### src/ljs_pkg.sv
`timescale 1ns / 1ps
// Shared codes, widths and bundle types of the link join supervisor.
// Depends on nothing; used by every other file in src.
package ljs_pkg;

   localparam int TIMER_WIDTH = 16;
   localparam int COUNT_WIDTH = 8;
   localparam int CSR_INDEX_WIDTH = 8;
   localparam int CSR_DATA_WIDTH = 16;

   localparam logic [TIMER_WIDTH-1:0] TIMER_MAX = '1;
   localparam logic [COUNT_WIDTH-1:0] COUNT_MAX = '1;

   // configuration register indexes
   localparam logic [CSR_INDEX_WIDTH-1:0] REG_CONNECT_TIMEOUT = 8'd0;
   localparam logic [CSR_INDEX_WIDTH-1:0] REG_MAX_ATTEMPTS = 8'd1;
   localparam logic [CSR_INDEX_WIDTH-1:0] REG_LOST_GRACE = 8'd2;
   localparam logic [CSR_INDEX_WIDTH-1:0] REG_APPLY_DELAY = 8'd3;

   localparam logic [TIMER_WIDTH-1:0] RST_CONNECT_TIMEOUT = 16'd15000;
   localparam logic [COUNT_WIDTH-1:0] RST_MAX_ATTEMPTS = 8'd2;
   localparam logic [TIMER_WIDTH-1:0] RST_LOST_GRACE = 16'd10000;
   localparam logic [TIMER_WIDTH-1:0] RST_APPLY_DELAY = 16'd500;

   // input operations
   localparam logic [1:0] OP_TICK = 2'd0;
   localparam logic [1:0] OP_START = 2'd1;
   localparam logic [1:0] OP_JOIN = 2'd2;
   localparam logic [1:0] OP_FORGET = 2'd3;

   // sampled link status
   localparam logic [2:0] LS_CONNECTED = 3'd0;
   localparam logic [2:0] LS_NOT_FOUND = 3'd1;
   localparam logic [2:0] LS_AUTH_FAILED = 3'd2;
   localparam logic [2:0] LS_CONN_LOST = 3'd3;

   // phases
   localparam logic [1:0] PH_AP = 2'd0;
   localparam logic [1:0] PH_CONN = 2'd1;
   localparam logic [1:0] PH_STA = 2'd2;

   // actions
   localparam logic [1:0] ACT_NONE = 2'd0;
   localparam logic [1:0] ACT_AP = 2'd1;
   localparam logic [1:0] ACT_CONNECT = 2'd2;
   localparam logic [1:0] ACT_JOINED = 2'd3;

   // pending request kinds
   localparam logic [1:0] KIND_IDLE = 2'd0;
   localparam logic [1:0] KIND_JOIN = 2'd1;
   localparam logic [1:0] KIND_FORGET = 2'd2;
   localparam logic [1:0] KIND_JOIN_BLANK = 2'd3;

   // error codes
   localparam logic [2:0] ERR_NONE = 3'd0;
   localparam logic [2:0] ERR_NOT_FOUND = 3'd1;
   localparam logic [2:0] ERR_WRONG_PASSWORD = 3'd2;
   localparam logic [2:0] ERR_CONN_LOST = 3'd3;
   localparam logic [2:0] ERR_NO_ANSWER = 3'd4;
   localparam logic [2:0] ERR_LOST_NET = 3'd5;

   typedef struct packed {
      logic [TIMER_WIDTH-1:0] connect_timeout;
      logic [COUNT_WIDTH-1:0] max_attempts;
      logic [TIMER_WIDTH-1:0] lost_grace;
      logic [TIMER_WIDTH-1:0] apply_delay;
   } cfg_type;

   typedef struct packed {
      logic [1:0] op;
      logic [2:0] link_status;
      logic network_present;
   } item_type;

   typedef struct packed {
      logic [1:0] phase;
      logic [1:0] action;
      logic [2:0] error_code;
      logic [COUNT_WIDTH-1:0] attempt_count;
      logic applying;
      logic changed;
   } result_type;

endpackage

### src/ljs_cfg_regs.sv
`timescale 1ns / 1ps
// Configuration register file of the link join supervisor.
// Depends on ljs_pkg.
module ljs_cfg_regs (
   input  logic clock,
   input  logic reset,
   input  logic csr_wen,
   input  logic [ljs_pkg::CSR_INDEX_WIDTH-1:0] csr_index,
   input  logic [ljs_pkg::CSR_DATA_WIDTH-1:0] csr_wdata,
   output ljs_pkg::cfg_type cfg
);

   ljs_pkg::cfg_type cfg_ff;

   always_ff @(posedge clock) begin
      if (reset) begin
         cfg_ff.connect_timeout <= ljs_pkg::RST_CONNECT_TIMEOUT;
         cfg_ff.max_attempts <= ljs_pkg::RST_MAX_ATTEMPTS;
         cfg_ff.lost_grace <= ljs_pkg::RST_LOST_GRACE;
         cfg_ff.apply_delay <= ljs_pkg::RST_APPLY_DELAY;
      end else if (csr_wen) begin
         unique case (csr_index)
            ljs_pkg::REG_CONNECT_TIMEOUT: cfg_ff.connect_timeout <= csr_wdata;
            ljs_pkg::REG_MAX_ATTEMPTS:
               cfg_ff.max_attempts <= csr_wdata[ljs_pkg::COUNT_WIDTH-1:0];
            ljs_pkg::REG_LOST_GRACE: cfg_ff.lost_grace <= csr_wdata;
            ljs_pkg::REG_APPLY_DELAY: cfg_ff.apply_delay <= csr_wdata;
            default: ;
         endcase
      end
   end

   assign cfg = cfg_ff;

endmodule

### src/ljs_core.sv
`timescale 1ns / 1ps
// Supervisor state and its single-pass next-state logic; forms one result.
// Depends on ljs_pkg.
module ljs_core (
   input  logic clock,
   input  logic reset,
   input  logic step,
   input  ljs_pkg::item_type item,
   input  ljs_pkg::cfg_type cfg,
   output ljs_pkg::result_type result
);

   logic [1:0] phase_ff, phase_in;
   logic [1:0] pending_kind_ff, pending_kind_in;
   logic [ljs_pkg::TIMER_WIDTH-1:0] pending_age_ff, pending_age_in;
   logic [ljs_pkg::TIMER_WIDTH-1:0] connect_age_ff, connect_age_in;
   logic loss_running_ff, loss_running_in;
   logic [ljs_pkg::TIMER_WIDTH-1:0] loss_age_ff, loss_age_in;
   logic [ljs_pkg::COUNT_WIDTH-1:0] attempts_ff, attempts_in;
   logic [2:0] last_error_ff, last_error_in;
   logic network_known_ff, network_known_in;
   logic [1:0] action;

   function automatic logic [ljs_pkg::TIMER_WIDTH-1:0] sat_inc(
      input logic [ljs_pkg::TIMER_WIDTH-1:0] v);
      sat_inc = (v == ljs_pkg::TIMER_MAX) ? v : v + 1'b1;
   endfunction

   function automatic logic [2:0] fail_code(input logic [2:0] status);
      case (status)
         ljs_pkg::LS_NOT_FOUND: fail_code = ljs_pkg::ERR_NOT_FOUND;
         ljs_pkg::LS_AUTH_FAILED: fail_code = ljs_pkg::ERR_WRONG_PASSWORD;
         ljs_pkg::LS_CONN_LOST: fail_code = ljs_pkg::ERR_CONN_LOST;
         default: fail_code = ljs_pkg::ERR_NO_ANSWER;
      endcase
   endfunction

   always_comb begin
      logic [ljs_pkg::COUNT_WIDTH-1:0] att_inc;
      phase_in = phase_ff;
      pending_kind_in = pending_kind_ff;
      pending_age_in = pending_age_ff;
      connect_age_in = connect_age_ff;
      loss_running_in = loss_running_ff;
      loss_age_in = loss_age_ff;
      attempts_in = attempts_ff;
      last_error_in = last_error_ff;
      network_known_in = network_known_ff;
      action = ljs_pkg::ACT_NONE;
      att_inc = (attempts_ff == ljs_pkg::COUNT_MAX) ? attempts_ff : attempts_ff + 1'b1;

      unique case (item.op)
         ljs_pkg::OP_TICK: begin
            if (pending_kind_ff != ljs_pkg::KIND_IDLE) pending_age_in = sat_inc(pending_age_ff);
            if (phase_ff == ljs_pkg::PH_CONN) connect_age_in = sat_inc(connect_age_ff);
            if (loss_running_ff) loss_age_in = sat_inc(loss_age_ff);

            if (pending_kind_ff != ljs_pkg::KIND_IDLE && pending_age_in >= cfg.apply_delay) begin
               pending_kind_in = ljs_pkg::KIND_IDLE;
               pending_age_in = '0;
               last_error_in = ljs_pkg::ERR_NONE;
               loss_running_in = 1'b0;
               loss_age_in = '0;
               if (pending_kind_ff == ljs_pkg::KIND_FORGET) begin
                  network_known_in = 1'b0;
                  phase_in = ljs_pkg::PH_AP;
                  action = ljs_pkg::ACT_AP;
               end else begin
                  network_known_in = (pending_kind_ff == ljs_pkg::KIND_JOIN);
                  attempts_in = '0;
                  phase_in = ljs_pkg::PH_CONN;
                  connect_age_in = '0;
                  action = ljs_pkg::ACT_CONNECT;
               end
            end else if (phase_ff == ljs_pkg::PH_CONN) begin
               if (item.link_status == ljs_pkg::LS_CONNECTED) begin
                  phase_in = ljs_pkg::PH_STA;
                  last_error_in = ljs_pkg::ERR_NONE;
                  attempts_in = '0;
                  loss_running_in = 1'b0;
                  loss_age_in = '0;
                  action = ljs_pkg::ACT_JOINED;
               end else if (connect_age_in >= cfg.connect_timeout) begin
                  last_error_in = fail_code(item.link_status);
                  attempts_in = att_inc;
                  loss_running_in = 1'b0;
                  loss_age_in = '0;
                  if (att_inc < cfg.max_attempts) begin
                     phase_in = ljs_pkg::PH_CONN;
                     connect_age_in = '0;
                     action = ljs_pkg::ACT_CONNECT;
                  end else begin
                     phase_in = ljs_pkg::PH_AP;
                     action = ljs_pkg::ACT_AP;
                  end
               end
            end else if (phase_ff == ljs_pkg::PH_STA) begin
               if (item.link_status == ljs_pkg::LS_CONNECTED) begin
                  loss_running_in = 1'b0;
                  loss_age_in = '0;
               end else if (!loss_running_ff) begin
                  loss_running_in = 1'b1;
                  loss_age_in = '0;
               end else if (loss_age_in >= cfg.lost_grace) begin
                  last_error_in = ljs_pkg::ERR_LOST_NET;
                  phase_in = ljs_pkg::PH_AP;
                  loss_running_in = 1'b0;
                  loss_age_in = '0;
                  action = ljs_pkg::ACT_AP;
               end
            end
         end
         ljs_pkg::OP_START: begin
            network_known_in = item.network_present;
            loss_running_in = 1'b0;
            loss_age_in = '0;
            if (item.network_present) begin
               phase_in = ljs_pkg::PH_CONN;
               connect_age_in = '0;
               action = ljs_pkg::ACT_CONNECT;
            end else begin
               phase_in = ljs_pkg::PH_AP;
               action = ljs_pkg::ACT_AP;
            end
         end
         ljs_pkg::OP_JOIN: begin
            pending_kind_in = item.network_present ? ljs_pkg::KIND_JOIN
                                                   : ljs_pkg::KIND_JOIN_BLANK;
            pending_age_in = '0;
         end
         default: begin
            pending_kind_in = ljs_pkg::KIND_FORGET;
            pending_age_in = '0;
         end
      endcase

      result.phase = phase_in;
      result.action = action;
      result.error_code = last_error_in;
      result.attempt_count = attempts_in;
      result.applying = (pending_kind_in != ljs_pkg::KIND_IDLE);
      result.changed = (action != ljs_pkg::ACT_NONE);
   end

   always_ff @(posedge clock) begin
      if (reset) begin
         phase_ff <= ljs_pkg::PH_AP;
         pending_kind_ff <= ljs_pkg::KIND_IDLE;
         pending_age_ff <= '0;
         connect_age_ff <= '0;
         loss_running_ff <= 1'b0;
         loss_age_ff <= '0;
         attempts_ff <= '0;
         last_error_ff <= ljs_pkg::ERR_NONE;
         network_known_ff <= 1'b0;
      end else if (step) begin
         phase_ff <= phase_in;
         pending_kind_ff <= pending_kind_in;
         pending_age_ff <= pending_age_in;
         connect_age_ff <= connect_age_in;
         loss_running_ff <= loss_running_in;
         loss_age_ff <= loss_age_in;
         attempts_ff <= attempts_in;
         last_error_ff <= last_error_in;
         network_known_ff <= network_known_in;
      end
   end

endmodule

### src/link_join_supervisor_unit.sv
`timescale 1ns / 1ps
// Link join supervisor top level: input register, supervisor core, result register.
// A request is held in the input register, and the core's result in the result register.
// Throughput: one transaction per cycle unless rsp_tready stalls, set by the single-pass core update.
// Reset (synchronous, active high): access point phase, no pending request,
// timers and counters cleared, configuration at its defaults.
// Depends on ljs_pkg, ljs_cfg_regs, ljs_core.
module link_join_supervisor_unit (
   input  logic clock,
   input  logic reset,
   input  logic req_tvalid,
   output logic req_tready,
   input  logic [7:0] req_tdata,   // [2:0] link_status, [3] network_present
   input  logic [1:0] req_tuser,   // [1:0] op
   output logic rsp_tvalid,
   input  logic rsp_tready,
   output logic [23:0] rsp_tdata,  // [1:0] phase, [3:2] action, [6:4] error_code,
                                   // [14:7] attempt_count, [15] applying, [16] changed
   input  logic csr_wen,
   input  logic [ljs_pkg::CSR_INDEX_WIDTH-1:0] csr_index,
   input  logic [ljs_pkg::CSR_DATA_WIDTH-1:0] csr_wdata
);

   ljs_pkg::cfg_type cfg;
   ljs_pkg::item_type item_ff;
   ljs_pkg::result_type result, result_ff;
   logic in_valid_ff, in_valid_in;
   logic out_valid_ff, out_valid_in;
   logic advance;
   logic req_fire;

   assign advance = in_valid_ff && (!out_valid_ff || rsp_tready);
   assign req_tready = !in_valid_ff || advance;
   assign req_fire = req_tvalid && req_tready;

   always_comb begin
      in_valid_in = in_valid_ff;
      if (req_fire) in_valid_in = 1'b1;
      else if (advance) in_valid_in = 1'b0;
      out_valid_in = out_valid_ff;
      if (advance) out_valid_in = 1'b1;
      else if (rsp_tready) out_valid_in = 1'b0;
   end

   always_ff @(posedge clock) begin
      if (reset) begin
         in_valid_ff <= 1'b0;
         out_valid_ff <= 1'b0;
      end else begin
         in_valid_ff <= in_valid_in;
         out_valid_ff <= out_valid_in;
      end
   end

   always_ff @(posedge clock) begin
      if (req_fire) begin
         item_ff.op <= req_tuser;
         item_ff.link_status <= req_tdata[2:0];
         item_ff.network_present <= req_tdata[3];
      end
      if (advance) result_ff <= result;
   end

   ljs_cfg_regs u_cfg (
      .clock(clock),
      .reset(reset),
      .csr_wen(csr_wen),
      .csr_index(csr_index),
      .csr_wdata(csr_wdata),
      .cfg(cfg)
   );

   ljs_core u_core (
      .clock(clock),
      .reset(reset),
      .step(advance),
      .item(item_ff),
      .cfg(cfg),
      .result(result)
   );

   assign rsp_tvalid = out_valid_ff;
   assign rsp_tdata = {7'd0, result_ff.changed, result_ff.applying,
                       result_ff.attempt_count, result_ff.error_code,
                       result_ff.action, result_ff.phase};

endmodule

### config.mk
export PLATFORM = sky130hd
export DESIGN_NAME = link_join_supervisor_unit
export DESIGN_NICKNAME = d
export VERILOG_FILES = /design/src/ljs_pkg.sv /design/src/ljs_cfg_regs.sv /design/src/ljs_core.sv /design/src/link_join_supervisor_unit.sv
export SDC_FILE = /design/constraint.sdc
export NUM_CORES = 1
export LEC_CHECK = 0
export BUFFER_PORTS_ARGS = -buffer_cell sky130_fd_sc_hd__buf_4
export CORE_MARGIN = 2
export CORE_UTILIZATION = 46
export DETAILED_ROUTE_END_ITERATION = 8
export PLACE_DENSITY_LB_ADDON = 0.15
export SYNTH_ARGS = -nofsm -noshare
export SYNTH_HDL_FRONTEND = slang
export SYNTH_SLANG_ARGS = --single-unit
export TNS_END_PERCENT = 5
### constraint.sdc
create_clock -name clock -period 3.55 [get_ports clock]
set_clock_uncertainty 0.1 [all_clocks]
set_input_delay 0.5325 -clock clock [delete_from_list [all_inputs] [get_ports clock]]
set_output_delay 0.5325 -clock clock [all_outputs]
set_load 0.02 [all_outputs]
==> results.cfg <==
[placed_design]
io_buffers = 53
dpl.cell_count = 1394
placement_cell_area_um2 = 10200
total_half_perimeter_wirelength_after_legalization_and_detailed_placement_mm = 17.3
gpl.final_weighted_congestion = 0.876
dp_slack_ns = -0.257

[grt]
via_count_of_the_first_global_routing_pass = 7583
grt_usage = 0.248
first_pass_grt_wire_length_mm = 38.8
grt-ovfl-total = 0
largest_net_degree_at_the_start_of_global_routing = 67
grt_antenna_before_repair = 0

[floorplan]
die_area_um2 = 19500
die_w_um = 140
start_util = 0.469
floorplan.io_pins = 65
row_count = 49
core_area_um2 = 18000
die_h_um = 140

[synthesis]
synth_top_flop_cell = dfxtp_1
asyncSetResetFlopFracSynth = 0
ys_warn_count = 0
synth-seq-area-share = 0.370
synth.distinct_cells = 75
postSynthCellCount = 1004
synth.cell_area_um2 = 8460
ys_seq_elements = 145
synth-edff-count = 23
synth_area_per_cell_um2 = 8.42

[cts]
clock_sinks = 145
cts_tree = yes
clock-root-buffer = clkbuf_16
clk-insertion-delay-late_ns = 0.43
numCtsBuffers = 17
clock_path_buffers = 2
h_tree_levels = 4
cts.clk_slew.worst_paths_ns = 0.06
hold_buffers = 0

[sta]
rsz_0062_raised_after_global_routing = true
tightest_slew_ns = 0.920
timing.final.setup_violations = 19
min_period_ns = 3.61
timing.slew.headroom = 0.382
maxSlewViolCount = 0
timing_hold_violations_final = 0
period_share = 1.02
fmax_mhz = 277
postLayoutSetupSlackWorst_ns = -0.0639

[detailed_routing]
routed_wire_length_per_instance_um = 17.1
drtAntennaViolNets = 0
drt_pre_antenna_iters = 6
detail_route.iter0.violations = 444
route.vias.total = 8050
drc = 0
detail_route.wirelength_mm = 24.7
post_detailed_route_via_to_cell_ratio = 5.57

[critical_path]
critical_path_arrival_ns = 3.68
crit-reg2reg-launch = u_core.connect_age_ff[11]$_SDFFE_PP0P_
start_kind = flip-flop
endpoint_kind = flip-flop
crit_startpoint = u_core.connect_age_ff[11]$_SDFFE_PP0P_
critPathRequiredTime_ns = 3.61
crit_path_max_fanout = 5
critPathKind = reg2reg

[cells_and_area]
fill_cells = 1518
final-instance-count-excl-fill = 1445
design.final.nets = 1301
final_layout_size_suffix_gt1_frac = 0.333
area_growth_syn_to_layout_pct = 38.1
final_cell_area_um2 = 11700
antenna-diode-count = 0

[power]
power-per-cell-area_nw_per_um2 = 327
static-leakage-power_nw = 4.93
ir_worst_vdd_v = 0.000330

[status]
outcome = complete, but fails checks
failed_checks = setup timing

[run]
drv.max_cap_violation_count = 0

[min_path]
hold_start = req_tdata[2]
hold_class = in2reg
[report_power, final]
part / total [W] / switching (W) / internal, W / leakage [nW]
registers: 0.00170 / 0.0000144 / 0.00169 / 1.21
clock network: 0.00186 / 0.000738 / 0.00112 / 0.294
logic: 0.000253 / 0.000151 / 0.000102 / 3.43
total: 0.00382 / 0.000903 / 0.00291 / 4.93
[per-layer routing]
metal	GRT usage	vias up	share of wire
li1	-	3990	-
met1	0.332	3827	0.45
met2	0.418	207	0.48
met3	0.0447	26	0.048
met4	0.0600	0	0.014
met5	0	-	0
[final cells by class]
cell class / instances / area (um^2) / share of cell area
multi-input combinational: 747 / 5630 / 0.482
clock inverter: 13 / 159 / 0.0136
sequential: 145 / 3150 / 0.269
inverter: 66 / 248 / 0.0212
tap: 229 / 287 / 0.0245
timing repair buffer: 226 / 1770 / 0.151
clock buffer: 19 / 443 / 0.0379
[logic make-up (layout without fill, tap and decap cells)]
kind of cell	after synthesis	in the layout	share of synthesized area
flip-flops	145	145	0.370
AO/OA/AOI/OAI	228	228	0.191
other	1	7	0.000443
adder cells (fa/ha/maj)	59	59	0.0873
XOR/XNOR	34	34	0.0352
multiplexers	23	23	0.0280
AND/OR/NAND/NOR	396	396	0.230
buffers and inverters	118	324	0.0571
[synth_stat cells (5+ instances only)]
master	n	area (um^2)
edfxtp_1	23	691
nand3b_1	14	105
or2_2	6	37.5
and4_1	8	70.1
nand3_1	28	140
o21a_1	7	52.6
o21ai_1	6	30.0
nor2_1	90	338
clkbuf_1	38	143
a211o_1	10	87.6
o21ai_0	22	110
a31oi_1	11	68.8
a21oi_1	62	310
ha_1	59	738
nor2b_1	10	62.6
and3_1	14	87.6
xor2_1	9	78.8
nand4_1	27	169
o211ai_1	10	75.1
a211oi_1	5	37.5
a22o_1	31	272
buf_2	5	25.0
nand2_1	141	529
inv_1	65	244
buf_4	7	52.6
nor3_1	18	90.1
a22oi_1	16	120
dfxtp_1	122	2440
mux2i_1	18	180
xnor2_1	25	219
nand2b_1	13	81.3
and2_1	8	50.1
[stage by stage]
step                      TNS, ns  power [W]  hold slack, ns  utilization
after CTS                  -0.716    0.00383           0.162        0.617
final                      -0.445    0.00382           0.174        0.648
after global routing        -6.89    0.00392           0.161        0.648
after global placement      -5.81    0.00196           0.343        0.564
after floorplan            -0.573    0.00185           0.335            -
after detailed placement   -10.03    0.00196           0.348        0.564
[worst max-delay path, cell delays in order, from the launching register on]
cell	delay (ns)
dfxtp_1	0.31
and4_4	0.19
and2_4	0.18
a31oi_4	0.20
buf_6	0.13
buf_4	0.10
nand4_1	0.12
xnor2_2	0.19
ha_1	0.28
nand2_1	0.08
o21ai_2	0.16
a31oi_1	0.06
buf_4	0.16
o21a_4	0.21
buf_4	0.15
or4_4	0.51
a21oi_2	0.13
o22ai_1	0.09
[path summary, 6_finish.rpt]
| kind | end | depth (start not counted) | slack (ns) |
|---|---|---|---|
| setup / recovery | rsp_tdata[0]$_DFFE_PP_ | 17 | -0.06 |
| hold / removal | item_ff[3]$_DFFE_PP_ | 1 | 0.17 |
| setup reg to reg | rsp_tdata[0]$_DFFE_PP_ | 17 | -0.06 |
| hold reg to reg | u_cfg.cfg[31]$_SDFFE_PP0P_ | 2 | 0.36 |
[state kept, by name, summed over array words and instances (netlist names), 2 cells and up]
name,count
u_core.pending_age_ff,16
u_core.loss_age_ff,16
rsp_tdata,17
u_core.connect_age_ff,16
u_core.attempts_ff,8
item_ff,6
u_core.pending_kind_ff,2
u_cfg.cfg,56
u_core.last_error_ff,3
u_core.phase_ff,2
[placed cells by master, fill, tap and decap left out, drive strengths merged, types with 16 or more instances in the layout]
| cell | synthesis | final |
|---|---|---|
| clkbuf | 38 | 19 |
| mux2i | 18 | 18 |
| o21ai | 29 | 29 |
| buf | 14 | 226 |
| a22oi | 16 | 16 |
| nand2 | 141 | 141 |
| edfxtp | 23 | 23 |
| nor3 | 18 | 18 |
| nand4 | 27 | 27 |
| ha | 59 | 59 |
| inv | 65 | 68 |
| nand3 | 28 | 28 |
| a22o | 31 | 31 |
| nor2 | 90 | 90 |
| xnor2 | 25 | 25 |
| dfxtp | 122 | 122 |
| a21oi | 63 | 63 |
[what timing repair did]
item | in CTS | in global routing
cloned | 1 | 0
gates resized for setup | 75 | 98
setup buffers | 6 | 14
endpoints found under the setup margin | 75 | 80
pin swaps | 25 | 90
Note: power is estimated with default switching activity, not from simulation.
